--- config.mk ---
export PLATFORM = sky130hd
export DESIGN_NAME = layer_blend_mode_unit_flat
export DESIGN_NICKNAME = d
export VERILOG_FILES = /design/src/design/lbm_pkg.sv /design/src/design/lbm_if.sv /design/src/design/layer_blend_mode_unit.sv /design/src/flat_wrapper.sv
export SDC_FILE = /design/constraint.sdc
export NUM_CORES = 2
export LEC_CHECK = 0
export BUFFER_PORTS_ARGS = -buffer_cell sky130_fd_sc_hd__buf_2
export CAP_MARGIN = 10
export CORE_AREA = 2 2 621 314
export CTS_CLUSTER_SIZE = 30
export DETAILED_ROUTE_END_ITERATION = 8
export DIE_AREA = 0 0 623 316
export GPL_TIMING_DRIVEN = 1
export PLACE_DENSITY = 0.7
export SYNTH_ARGS = -nofsm -noshare
export SYNTH_HDL_FRONTEND = slang
export SYNTH_SLANG_ARGS = --single-unit
--- constraint.sdc ---
create_clock -name clk -period 12.8 [get_ports clk]
set_clock_uncertainty 0.15 [all_clocks]
set_input_delay 0.64 -clock clk [delete_from_list [all_inputs] [get_ports clk]]
set_output_delay 0.64 -clock clk [all_outputs]
set_load 0.02 [all_outputs]
--- src/design/lbm_pkg.sv ---
package lbm_pkg;

  // Register indexes on the configuration channel
  localparam logic [7:0] REG_BLEND_MODE = 8'd0;
  localparam logic [7:0] REG_MIX_ALPHA  = 8'd1;

  // Blend mode codes
  localparam logic [4:0] MODE_NORMAL       = 5'd0;
  localparam logic [4:0] MODE_LIGHTEN      = 5'd1;
  localparam logic [4:0] MODE_DARKEN       = 5'd2;
  localparam logic [4:0] MODE_MULTIPLY     = 5'd3;
  localparam logic [4:0] MODE_AVERAGE      = 5'd4;
  localparam logic [4:0] MODE_ADD          = 5'd5;
  localparam logic [4:0] MODE_SUBTRACT     = 5'd6;
  localparam logic [4:0] MODE_DIFFERENCE   = 5'd7;
  localparam logic [4:0] MODE_NEGATION     = 5'd8;
  localparam logic [4:0] MODE_SCREEN       = 5'd9;
  localparam logic [4:0] MODE_EXCLUSION    = 5'd10;
  localparam logic [4:0] MODE_OVERLAY      = 5'd11;
  localparam logic [4:0] MODE_SOFT_LIGHT   = 5'd12;
  localparam logic [4:0] MODE_HARD_LIGHT   = 5'd13;
  localparam logic [4:0] MODE_COLOR_DODGE  = 5'd14;
  localparam logic [4:0] MODE_COLOR_BURN   = 5'd15;
  localparam logic [4:0] MODE_LINEAR_DODGE = 5'd16;
  localparam logic [4:0] MODE_LINEAR_BURN  = 5'd17;
  localparam logic [4:0] MODE_LINEAR_LIGHT = 5'd18;
  localparam logic [4:0] MODE_VIVID_LIGHT  = 5'd19;
  localparam logic [4:0] MODE_PIN_LIGHT    = 5'd20;
  localparam logic [4:0] MODE_HARD_MIX     = 5'd21;
  localparam logic [4:0] MODE_REFLECT      = 5'd22;
  localparam logic [4:0] MODE_GLOW         = 5'd23;
  localparam logic [4:0] MODE_PHOENIX      = 5'd24;
  localparam logic [4:0] MODE_DIVIDE       = 5'd25;

  // Full weight of the Q1.8 mix factor
  localparam logic [8:0] ALPHA_ONE = 9'd256;
  // ceil(2^25 / 255): x/255 == (x * RECIP_255) >> 25 for x < 2^17
  localparam logic [17:0] RECIP_255 = 18'd131587;

  // Per-channel working set, carried down the pipeline
  typedef struct packed {
    logic [4:0]  rmode;     // operation actually evaluated
    logic [7:0]  rs;        // first operand
    logic [7:0]  rm;        // second operand
    logic [7:0]  tow;       // value the mix leans toward
    logic        pass;      // output the source unchanged
    logic [7:0]  pass_val;
    logic        hmix;      // threshold after the mix
    logic [16:0] prod;      // product for the /255 and >>8 modes
    logic [15:0] num;       // dividend
    logic [7:0]  den;       // divisor
    logic [7:0]  rem;       // partial remainder
    logic [8:0]  nlo;       // dividend bits still to shift in
    logic [8:0]  quo;       // quotient bits so far
    logic        ovf;       // quotient above 511
    logic [7:0]  raw;       // mode result before the mix
  } ch_t;

  typedef struct packed {
    ch_t [2:0]  ch;
    logic [7:0] alpha;
  } st_t;

  // Operand selection, dividend/divisor and product setup
  function automatic ch_t pre(logic [4:0] mode, logic [7:0] s, logic [7:0] m);
    ch_t        c;
    logic [7:0] m2;
    logic [7:0] x;
    logic [7:0] y;
    logic [7:0] k;
    logic       dbl;
    logic       add;
    c = '0;
    c.pass_val = s;
    c.rs = s;
    c.rm = m;
    c.tow = m;
    c.rmode = mode;
    m2 = {m[6:0], 1'b0};
    case (mode)
      MODE_NORMAL: begin
        c.rs = m;
        c.rm = s;
        c.tow = s;
        c.pass = (m == 8'd0);
      end
      MODE_HARD_LIGHT: begin
        c.rmode = MODE_OVERLAY;
        c.rs = m;
        c.rm = s;
        c.tow = s;
      end
      MODE_GLOW: begin
        c.rmode = MODE_REFLECT;
        c.rs = m;
        c.rm = s;
        c.tow = s;
      end
      MODE_LINEAR_LIGHT: begin
        c.rmode = m[7] ? MODE_LINEAR_DODGE : MODE_LINEAR_BURN;
        c.rm = m2;
        c.tow = m2;
      end
      MODE_VIVID_LIGHT, MODE_HARD_MIX: begin
        c.rmode = m[7] ? MODE_COLOR_DODGE : MODE_COLOR_BURN;
        c.rm = m2;
        c.tow = m2;
        c.hmix = (mode == MODE_HARD_MIX);
      end
      MODE_PIN_LIGHT: begin
        c.rmode = m[7] ? MODE_LIGHTEN : MODE_DARKEN;
        c.rm = m2;
        c.tow = m2;
      end
      default: c.pass = (mode > MODE_DIVIDE);
    endcase

    // Dividend and divisor
    case (c.rmode)
      MODE_COLOR_DODGE: begin
        c.num = {c.rs, 8'h00};
        c.den = ~c.rm;
      end
      MODE_COLOR_BURN: begin
        c.num = {~c.rs, 8'h00};
        c.den = c.rm;
      end
      MODE_REFLECT: begin
        c.num = 16'(c.rs) * 16'(c.rs);
        c.den = ~c.rm;
      end
      MODE_DIVIDE: begin
        c.num = {c.rs, 8'h00} - {8'h00, c.rs};
        c.den = c.rm;
      end
      default: begin
        c.num = '0;
        c.den = '0;
      end
    endcase

    // One shared 8x8 product
    x = c.rs;
    y = c.rm;
    dbl = 1'b0;
    add = 1'b0;
    k = {1'b0, c.rm[7:1]} + 8'd64;
    case (c.rmode)
      MODE_EXCLUSION: dbl = 1'b1;
      MODE_OVERLAY: begin
        dbl = 1'b1;
        if (c.rm[7]) begin
          x = ~c.rs;
          y = ~c.rm;
        end
      end
      MODE_SOFT_LIGHT: begin
        dbl = 1'b1;
        if (!c.rs[7]) begin
          x = k;
          y = c.rs;
        end else begin
          x = ~k;
          y = ~c.rs;
          add = 1'b1;
        end
      end
      MODE_SCREEN: begin
        x = ~c.rs;
        y = ~c.rm;
      end
      default: dbl = 1'b0;
    endcase
    c.prod = (dbl ? {16'(x) * 16'(y), 1'b0} : {1'b0, 16'(x) * 16'(y)})
             + (add ? 17'd254 : 17'd0);
    return c;
  endfunction

  // Three restoring division steps
  function automatic ch_t div_step3(ch_t c);
    logic [8:0] r9;
    for (int i = 0; i < 3; i++) begin
      r9 = {c.rem, c.nlo[8]};
      c.nlo = {c.nlo[7:0], 1'b0};
      if (r9 >= {1'b0, c.den}) begin
        r9 = r9 - {1'b0, c.den};
        c.quo = {c.quo[7:0], 1'b1};
      end else begin
        c.quo = {c.quo[7:0], 1'b0};
      end
      c.rem = r9[7:0];
    end
    return c;
  endfunction

  // Overflow check, then the first three steps
  function automatic ch_t div_init(ch_t c);
    c.rem = {1'b0, c.num[15:9]};
    c.nlo = c.num[8:0];
    c.ovf = ({1'b0, c.num[15:9]} >= c.den);
    c.quo = '0;
    return div_step3(c);
  endfunction

  // Mode result from operands, product and quotient
  function automatic logic [7:0] raw_result(ch_t c);
    logic [8:0]  sum9;
    logic [8:0]  q;
    logic [34:0] pr;
    logic [8:0]  d;
    logic [8:0]  e9;
    logic [7:0]  dif;
    logic [7:0]  r;
    sum9 = {1'b0, c.rs} + {1'b0, c.rm};
    pr = {18'b0, c.prod} * {17'b0, RECIP_255};
    d = pr[33:25];
    q = c.ovf ? 9'h1FF : c.quo;
    dif = (c.rs >= c.rm) ? c.rs - c.rm : c.rm - c.rs;
    e9 = sum9 - d;
    case (c.rmode)
      MODE_LIGHTEN:    r = (c.rs > c.rm) ? c.rs : c.rm;
      MODE_DARKEN:     r = (c.rs < c.rm) ? c.rs : c.rm;
      MODE_MULTIPLY:   r = d[7:0];
      MODE_AVERAGE:    r = sum9[8:1];
      MODE_ADD, MODE_LINEAR_DODGE:
        r = sum9[8] ? 8'hFF : sum9[7:0];
      MODE_SUBTRACT, MODE_LINEAR_BURN:
        r = (sum9 < 9'd255) ? 8'd0 : 8'(sum9 - 9'd255);
      MODE_DIFFERENCE: r = dif;
      MODE_NEGATION:   r = sum9[8] ? 8'(9'd510 - sum9) : sum9[7:0];
      MODE_SCREEN:     r = 8'hFF - c.prod[15:8];
      MODE_EXCLUSION:  r = e9[7:0];
      MODE_OVERLAY:    r = c.rm[7] ? 8'hFF - d[7:0] : d[7:0];
      MODE_SOFT_LIGHT: r = c.rs[7] ? 8'hFF - d[7:0] : d[7:0];
      MODE_COLOR_DODGE, MODE_REFLECT:
        r = (c.rm == 8'hFF || q[8]) ? 8'hFF : q[7:0];
      MODE_COLOR_BURN:
        r = (c.rm == 8'd0 || q >= 9'd255) ? 8'd0 : 8'(9'd255 - q);
      MODE_PHOENIX:    r = 8'hFF - dif;
      MODE_DIVIDE:     r = (c.rm == 8'd0 || q[8]) ? 8'hFF : q[7:0];
      default:         r = c.rs;
    endcase
    return r;
  endfunction

  // Weighted mix toward the chosen operand, hard mix threshold
  function automatic logic [7:0] mix(logic [8:0] a, ch_t c);
    logic [16:0] sum;
    logic [7:0]  v;
    sum = 17'(a) * 17'(c.tow) + 17'(ALPHA_ONE - a) * 17'(c.raw);
    v = sum[15:8];
    if (c.pass) begin
      v = c.pass_val;
    end else if (c.hmix) begin
      v = v[7] ? 8'hFF : 8'h00;
    end
    return v;
  endfunction

endpackage

--- src/design/lbm_if.sv ---
interface lbm_in_if;
  logic       valid;
  logic       ready;
  logic [7:0] src_red;
  logic [7:0] src_green;
  logic [7:0] src_blue;
  logic [7:0] mask_red;
  logic [7:0] mask_green;
  logic [7:0] mask_blue;
  logic [7:0] src_alpha;
  modport source (output valid, src_red, src_green, src_blue, mask_red, mask_green,
                  mask_blue, src_alpha, input ready);
  modport sink (input valid, src_red, src_green, src_blue, mask_red, mask_green,
                mask_blue, src_alpha, output ready);
endinterface

interface lbm_out_if;
  logic       valid;
  logic       ready;
  logic [7:0] out_alpha;
  logic [7:0] out_red;
  logic [7:0] out_green;
  logic [7:0] out_blue;
  modport source (output valid, out_alpha, out_red, out_green, out_blue, input ready);
  modport sink (input valid, out_alpha, out_red, out_green, out_blue, output ready);
endinterface

interface lbm_cfg_if;
  logic       valid;
  logic       ready;
  logic [7:0] index;
  logic [8:0] data;
  modport source (output valid, index, data, input ready);
  modport sink (input valid, index, data, output ready);
endinterface

--- src/design/layer_blend_mode_unit.sv ---
// Channel   Dir  Handshake      Payload
// pix_in    in   valid/ready    src_red/green/blue, mask_red/green/blue, src_alpha
// pix_out   out  valid/ready    out_alpha, out_red, out_green, out_blue
// cfg       in   valid/ready    index (0 blend_mode, 1 mix_alpha), data
//
// Six register stages: operand setup, three radix-2 divider stages (three
// quotient bits each), mode result, mix into the output register.
// One item per cycle unless pix_out stalls; out valid rises as an item enters the
// output register. Each stage holds while the next is full and stalled, so bubbles
// collapse and a stall drops nothing. Synchronous active-high reset clears valids
// and registers (blend_mode 0, mix_alpha 0). cfg is always ready.
module layer_blend_mode_unit (
  input  logic      clk,
  input  logic      rst,
  lbm_in_if.sink    pix_in,
  lbm_out_if.source pix_out,
  lbm_cfg_if.sink   cfg
);

  logic [4:0] blend_mode;
  logic [8:0] mix_alpha;
  logic [8:0] a_eff;

  logic [5:0] vld;
  logic [5:0] en;

  lbm_pkg::st_t st [5];
  lbm_pkg::st_t nxt [5];
  logic [7:0] s_in [3];
  logic [7:0] m_in [3];

  // Configuration registers
  assign cfg.ready = 1'b1;

  always_ff @(posedge clk) begin
    if (rst) begin
      blend_mode <= '0;
      mix_alpha <= '0;
    end else if (cfg.valid) begin
      case (cfg.index)
        lbm_pkg::REG_BLEND_MODE: blend_mode <= cfg.data[4:0];
        lbm_pkg::REG_MIX_ALPHA:  mix_alpha <= cfg.data;
        default: ;
      endcase
    end
  end

  assign a_eff = (mix_alpha > lbm_pkg::ALPHA_ONE) ? lbm_pkg::ALPHA_ONE : mix_alpha;

  // Stage enables: a stage loads when empty or when its item moves on
  always_comb begin
    en[5] = !vld[5] || pix_out.ready;
    for (int k = 4; k >= 0; k--) begin
      en[k] = !vld[k] || en[k+1];
    end
  end

  assign pix_in.ready = en[0];
  assign pix_out.valid = vld[5];

  always_ff @(posedge clk) begin
    if (rst) begin
      vld <= '0;
    end else begin
      if (en[0]) begin
        vld[0] <= pix_in.valid;
      end
      for (int k = 1; k < 6; k++) begin
        if (en[k]) begin
          vld[k] <= vld[k-1];
        end
      end
    end
  end

  // Per-stage next values
  assign s_in[0] = pix_in.src_red;
  assign s_in[1] = pix_in.src_green;
  assign s_in[2] = pix_in.src_blue;
  assign m_in[0] = pix_in.mask_red;
  assign m_in[1] = pix_in.mask_green;
  assign m_in[2] = pix_in.mask_blue;

  always_comb begin
    nxt[0].alpha = pix_in.src_alpha;
    for (int c = 0; c < 3; c++) begin
      nxt[0].ch[c] = lbm_pkg::pre(blend_mode, s_in[c], m_in[c]);
    end
    for (int k = 1; k < 5; k++) begin
      nxt[k] = st[k-1];
    end
    for (int c = 0; c < 3; c++) begin
      nxt[1].ch[c] = lbm_pkg::div_init(st[0].ch[c]);
      nxt[2].ch[c] = lbm_pkg::div_step3(st[1].ch[c]);
      nxt[3].ch[c] = lbm_pkg::div_step3(st[2].ch[c]);
      nxt[4].ch[c].raw = lbm_pkg::raw_result(st[3].ch[c]);
    end
  end

  // Pipeline payload registers
  always_ff @(posedge clk) begin
    for (int k = 0; k < 5; k++) begin
      if (en[k]) begin
        st[k] <= nxt[k];
      end
    end
  end

  // Output register
  always_ff @(posedge clk) begin
    if (en[5]) begin
      pix_out.out_alpha <= st[4].alpha;
      pix_out.out_red <= lbm_pkg::mix(a_eff, st[4].ch[0]);
      pix_out.out_green <= lbm_pkg::mix(a_eff, st[4].ch[1]);
      pix_out.out_blue <= lbm_pkg::mix(a_eff, st[4].ch[2]);
    end
  end

`ifndef SYNTH
  // An accepted item occupies the first stage next cycle
  a_accept_lands: assert property (@(posedge clk) disable iff (rst)
    pix_in.valid && pix_in.ready |=> vld[0])
    else $error("accepted item missing from first stage");

  // Input backpressure only when every stage is full
  a_ready_low_full: assert property (@(posedge clk) disable iff (rst)
    !pix_in.ready |-> (vld == 6'h3F))
    else $error("input stalled with an empty stage");

  // A waiting item in stage five survives an output stall
  a_stall_keeps: assert property (@(posedge clk) disable iff (rst)
    vld[5] && !pix_out.ready && vld[4] |=> vld[4] && vld[5])
    else $error("item lost during output stall");
`endif

endmodule

--- src/flat_wrapper.sv ---
// flat-port wrapper written by rule: the top's interface ports become plain ports
module layer_blend_mode_unit_flat 
  (clk, rst, pix_in_valid, pix_in_src_red, pix_in_src_green, pix_in_src_blue, pix_in_mask_red, pix_in_mask_green, pix_in_mask_blue, pix_in_src_alpha, pix_in_ready, pix_out_valid, pix_out_out_alpha, pix_out_out_red, pix_out_out_green, pix_out_out_blue, pix_out_ready, cfg_valid, cfg_index, cfg_data, cfg_ready);
  lbm_in_if pix_in_i ();
  lbm_out_if pix_out_i ();
  lbm_cfg_if cfg_i ();
  input  logic clk;
  input  logic rst;
  input wire logic [$bits(pix_in_i.valid)-1:0] pix_in_valid;
  input wire logic [$bits(pix_in_i.src_red)-1:0] pix_in_src_red;
  input wire logic [$bits(pix_in_i.src_green)-1:0] pix_in_src_green;
  input wire logic [$bits(pix_in_i.src_blue)-1:0] pix_in_src_blue;
  input wire logic [$bits(pix_in_i.mask_red)-1:0] pix_in_mask_red;
  input wire logic [$bits(pix_in_i.mask_green)-1:0] pix_in_mask_green;
  input wire logic [$bits(pix_in_i.mask_blue)-1:0] pix_in_mask_blue;
  input wire logic [$bits(pix_in_i.src_alpha)-1:0] pix_in_src_alpha;
  output wire logic [$bits(pix_in_i.ready)-1:0] pix_in_ready;
  output wire logic [$bits(pix_out_i.valid)-1:0] pix_out_valid;
  output wire logic [$bits(pix_out_i.out_alpha)-1:0] pix_out_out_alpha;
  output wire logic [$bits(pix_out_i.out_red)-1:0] pix_out_out_red;
  output wire logic [$bits(pix_out_i.out_green)-1:0] pix_out_out_green;
  output wire logic [$bits(pix_out_i.out_blue)-1:0] pix_out_out_blue;
  input wire logic [$bits(pix_out_i.ready)-1:0] pix_out_ready;
  input wire logic [$bits(cfg_i.valid)-1:0] cfg_valid;
  input wire logic [$bits(cfg_i.index)-1:0] cfg_index;
  input wire logic [$bits(cfg_i.data)-1:0] cfg_data;
  output wire logic [$bits(cfg_i.ready)-1:0] cfg_ready;
  assign pix_in_i.valid = pix_in_valid;
  assign pix_in_i.src_red = pix_in_src_red;
  assign pix_in_i.src_green = pix_in_src_green;
  assign pix_in_i.src_blue = pix_in_src_blue;
  assign pix_in_i.mask_red = pix_in_mask_red;
  assign pix_in_i.mask_green = pix_in_mask_green;
  assign pix_in_i.mask_blue = pix_in_mask_blue;
  assign pix_in_i.src_alpha = pix_in_src_alpha;
  assign pix_in_ready = pix_in_i.ready;
  assign pix_out_valid = pix_out_i.valid;
  assign pix_out_out_alpha = pix_out_i.out_alpha;
  assign pix_out_out_red = pix_out_i.out_red;
  assign pix_out_out_green = pix_out_i.out_green;
  assign pix_out_out_blue = pix_out_i.out_blue;
  assign pix_out_i.ready = pix_out_ready;
  assign cfg_i.valid = cfg_valid;
  assign cfg_i.index = cfg_index;
  assign cfg_i.data = cfg_data;
  assign cfg_ready = cfg_i.ready;
  layer_blend_mode_unit u_core (.clk(clk), .rst(rst), .pix_in(pix_in_i), .pix_out(pix_out_i), .cfg(cfg_i));
endmodule
==> metrics.csv <==
metric,value,unit
status,"complete, no violations",
gr usage total,25.8,%
vias in the first global route,61268,
logic gate share of total power,58.3,%
layout cells sized above 1,6.70,%
"Clk Latency, worst-skew pair",0.69,ns
Die W,623,um
DP HPWL,205000,um
Max Cap Viol,0,
starting DRC count in detailed routing,7243,
Std-Cell Rows,114,
last weighted congestion value of the routability-driven placer,1.02,
Avg WL per Cell,22.9,um
post-cts sizing count,0,
mean post-synth cell area,10.4,um^2
TritonCTS Sinks,970,
Root Buffer Master,clkbuf_16,
Antenna Nets Post-Route,0,
Net Switching,7.86,mW
Slew Limit Fails,0,
startpoint types,flop,
sequential area share after synthesis,33.7,%
worst reg2reg path depth,29,
Setup Viol. Count Final,0,
"Core Util, Final",48.3,%
most frequent cells in the layout,"1173 x inv_1, 1020 x ha_1, 950 x edfxtp_1, 627 x fa_1, 620 x nor2_1",
"Top FF cell, synth",edfxtp_1,
area growth from synthesis to layout,8.09,%
total negative slack,0,ns
RSZ-0062 raised after global routing,no,
remaining routing DRC violations,0,
crit path capture type,flop,
global-route wire length before repair,386000,um
FMAX,98.9,MHz
Worst Max-Slew Pin Slew,1.30,ns
internal power,10.1,mW
crit path DAT,10.40,ns
"most common cell after layout, fill and taps aside",inv_1,
WL final,253000,um
synth warn,0,
max incr delay on CP,0.87,ns
Port Buffers,111,
CTS buffer count,88,
register bit count reported by yosys,970,
Worst-path clk slew,0.08,ns
CTS Buffer Depth,3,
sequential share of power,26.7,%
Slew Limit Headroom,13.2,%
pin count of the biggest net entering global routing,166,
Synth cell types,106,
Synth Cell Area,85700,um^2
Post-synth EDFFs,950,
Core Region,192000,um^2
die footprint,197000,um^2
LEAKAGE,41.5,nW
Starting Density,44.7,%
total gr overflow,0,
Cells after Synth,8243,
Critical Path RT,13.08,ns
CTS tree,done,
final hold violation count,0,
via count of the routed design,62689,
Final min period,10.11,ns
RR Startpoint,u_core.blend_mode[1]$_SDFFE_PP0P_,
Vias/cell,5.69,
Final period util,79.0,%
nets,10106,
Clock power frac,15.1,%
initial antenna violation count,30,
Initial DRT Pass Iterations,8,
"Async S/R FF share, synth",0,%
Critical Path Slowest Stage Cell,dfxtp_1,
peak supply drop,0.393,mV
Fillers,17184,
Worst Path Max Fanout,22,
Die Y,316,um
CP startpoint,u_core.blend_mode[1]$_SDFFE_PP0P_,
sw frac,43.7,%
Pwr per Cell Area,194,nW/um^2
CTS H-Tree Depth,3,
Critical Setup Path Class,reg2reg,
Worst Hold Class,in2reg,
hold path depth,3,
min-delay src,cfg_data[7],
# IOs,113,
final timing paths:
kind / to / slack (ns)
setup / recovery: u_core.st[0][313]$_DFFE_PP_ / 2.69
hold / removal: u_core.mix_alpha[7]$_SDFFE_PP0P_ / 0.05
setup reg to reg: u_core.st[0][313]$_DFFE_PP_ / 2.69
hold reg to reg: u_core.st[0][1733]$_DFFE_PP_ / 0.23
layout make-up:
| class | count | area, um^2 | area share (%) |
|---|---|---|---|
| Timing Repair Buffer | 222 | 1420 | 1.54 |
| Tap cell | 2552 | 3190 | 3.45 |
| Antenna cell | 18 | 45.0 | 0.0486 |
| Clock buffer | 102 | 2270 | 2.46 |
| Sequential cell | 970 | 28900 | 31.2 |
| Multi-Input combinational cell | 5917 | 51700 | 55.8 |
| Clock inverter | 57 | 633 | 0.683 |
| Inverter | 1182 | 4440 | 4.80 |
layer usage:
metal | vias up | GRT usage (%) | share of wire, %
met2 | 2923 | 33.2 | 37
met4 | 6 | 5.27 | 2.0
met1 | 30905 | 42.0 | 49
li1 | 28591 | - | -
met5 | - | 0.304 | 0.044
met3 | 264 | 6.84 | 12
critical path, delay by kind of cell, from the launching register on:
family | cells | cell delay [ns]
buffers and inverters | 5 | 0.36
AOI/OAI and AO/OA | 7 | 2.29
adders and majority gates | 6 | 2.79
and+or+nand+nor | 9 | 2.62
DFF | 1 | 0.87
xor gates and xnor gates | 2 | 0.74
per-stage QoR:
step	worst slack (ns)	area [um^2]	power (mW)	hold slack, ns	instances
finish	2.69	92700	18.0	0.0474	11020
global route	2.21	92600	19.5	0.0324	11011
CTS	2.92	92600	17.9	0.00185	11002
detailed placement	2.92	89600	15.1	0.255	10834
global placement	3.00	89600	14.7	0.251	10834
floorplan	2.63	85900	12.2	0.250	8304
cells in the mapped netlist (all sizes together), types with 15 or more instances:
cell type  instances  share of area (%)
nand2            613                2.7
mux2i            173                2.1
o31ai             30               0.26
dfxtp             20               0.47
inv             1180                5.2
edfxtp           950                 33
or2               62               0.45
ha              1020                 15
a21oi            388                2.4
o31a              19               0.19
nand2b            78               0.57
o21ai            325                1.9
a22oi             32               0.28
nor3             101               0.61
a221oi            45               0.76
a221o             15               0.18
a21o              91               0.80
a211oi            33               0.30
o21a              43               0.38
or3               25               0.18
nor2b             86               0.63
and2             253                1.8
nand4             68               0.50
o221ai            28               0.29
or4               18               0.16
a31oi             39               0.28
xnor2            315                3.2
clkbuf           152               0.67
o22a              23               0.24
and3              40               0.29
nor3b             15               0.14
mux2              78                1.0
xor2             126                1.3
o21bai            43               0.38
nor4              28               0.22
o22ai             37               0.27
nand3             77               0.45
fa               627                 15
nor2             626                2.8
a21boi            41               0.36
buf               83               0.49
o211ai            23               0.20
flip-flops by register name, indices dropped and copies added, names as in the netlist:
| register | count |
|---|---|
| u_core.pix_out.out_alpha | 8 |
| u_core.pix_out.out_green | 8 |
| u_core.blend_mode | 5 |
| u_core.mix_alpha | 9 |
| u_core.vld | 6 |
| u_core.pix_out.out_blue | 8 |
| u_core.pix_out.out_red | 8 |
| u_core.st | 918 |
power groups by stage:
stage / Clock, mW / Sequential [mW] / Combinational [mW]
after floorplan: 0 / 4.55 / 7.64
after global placement: 0 / 4.83 / 9.85
after detailed placement: 0 / 4.84 / 10.2
after CTS: 2.76 / 4.77 / 10.3
after global routing: 2.88 / 4.83 / 11.8
final: 2.71 / 4.80 / 10.5
kinds of logic (layout without fill, tap and decap cells):
group,count (synthesis),count (layout),share of synthesized area (%)
compound gates,1388,1388,10.9
xor+xnor,441,441,4.51
fa+ha+maj,1647,1647,29.5
buf+inv,1417,1563,6.34
flops,970,970,33.7
mux,251,251,3.09
other cells,2,81,0.00876
simple gates,2127,2127,11.9
timing repair:
item,4_1_cts,5_1_grt
endpoints found under the hold margin,9,0
hold buffers,9,0
setup buffers,0,0
(Power assumes the default switching activity.)
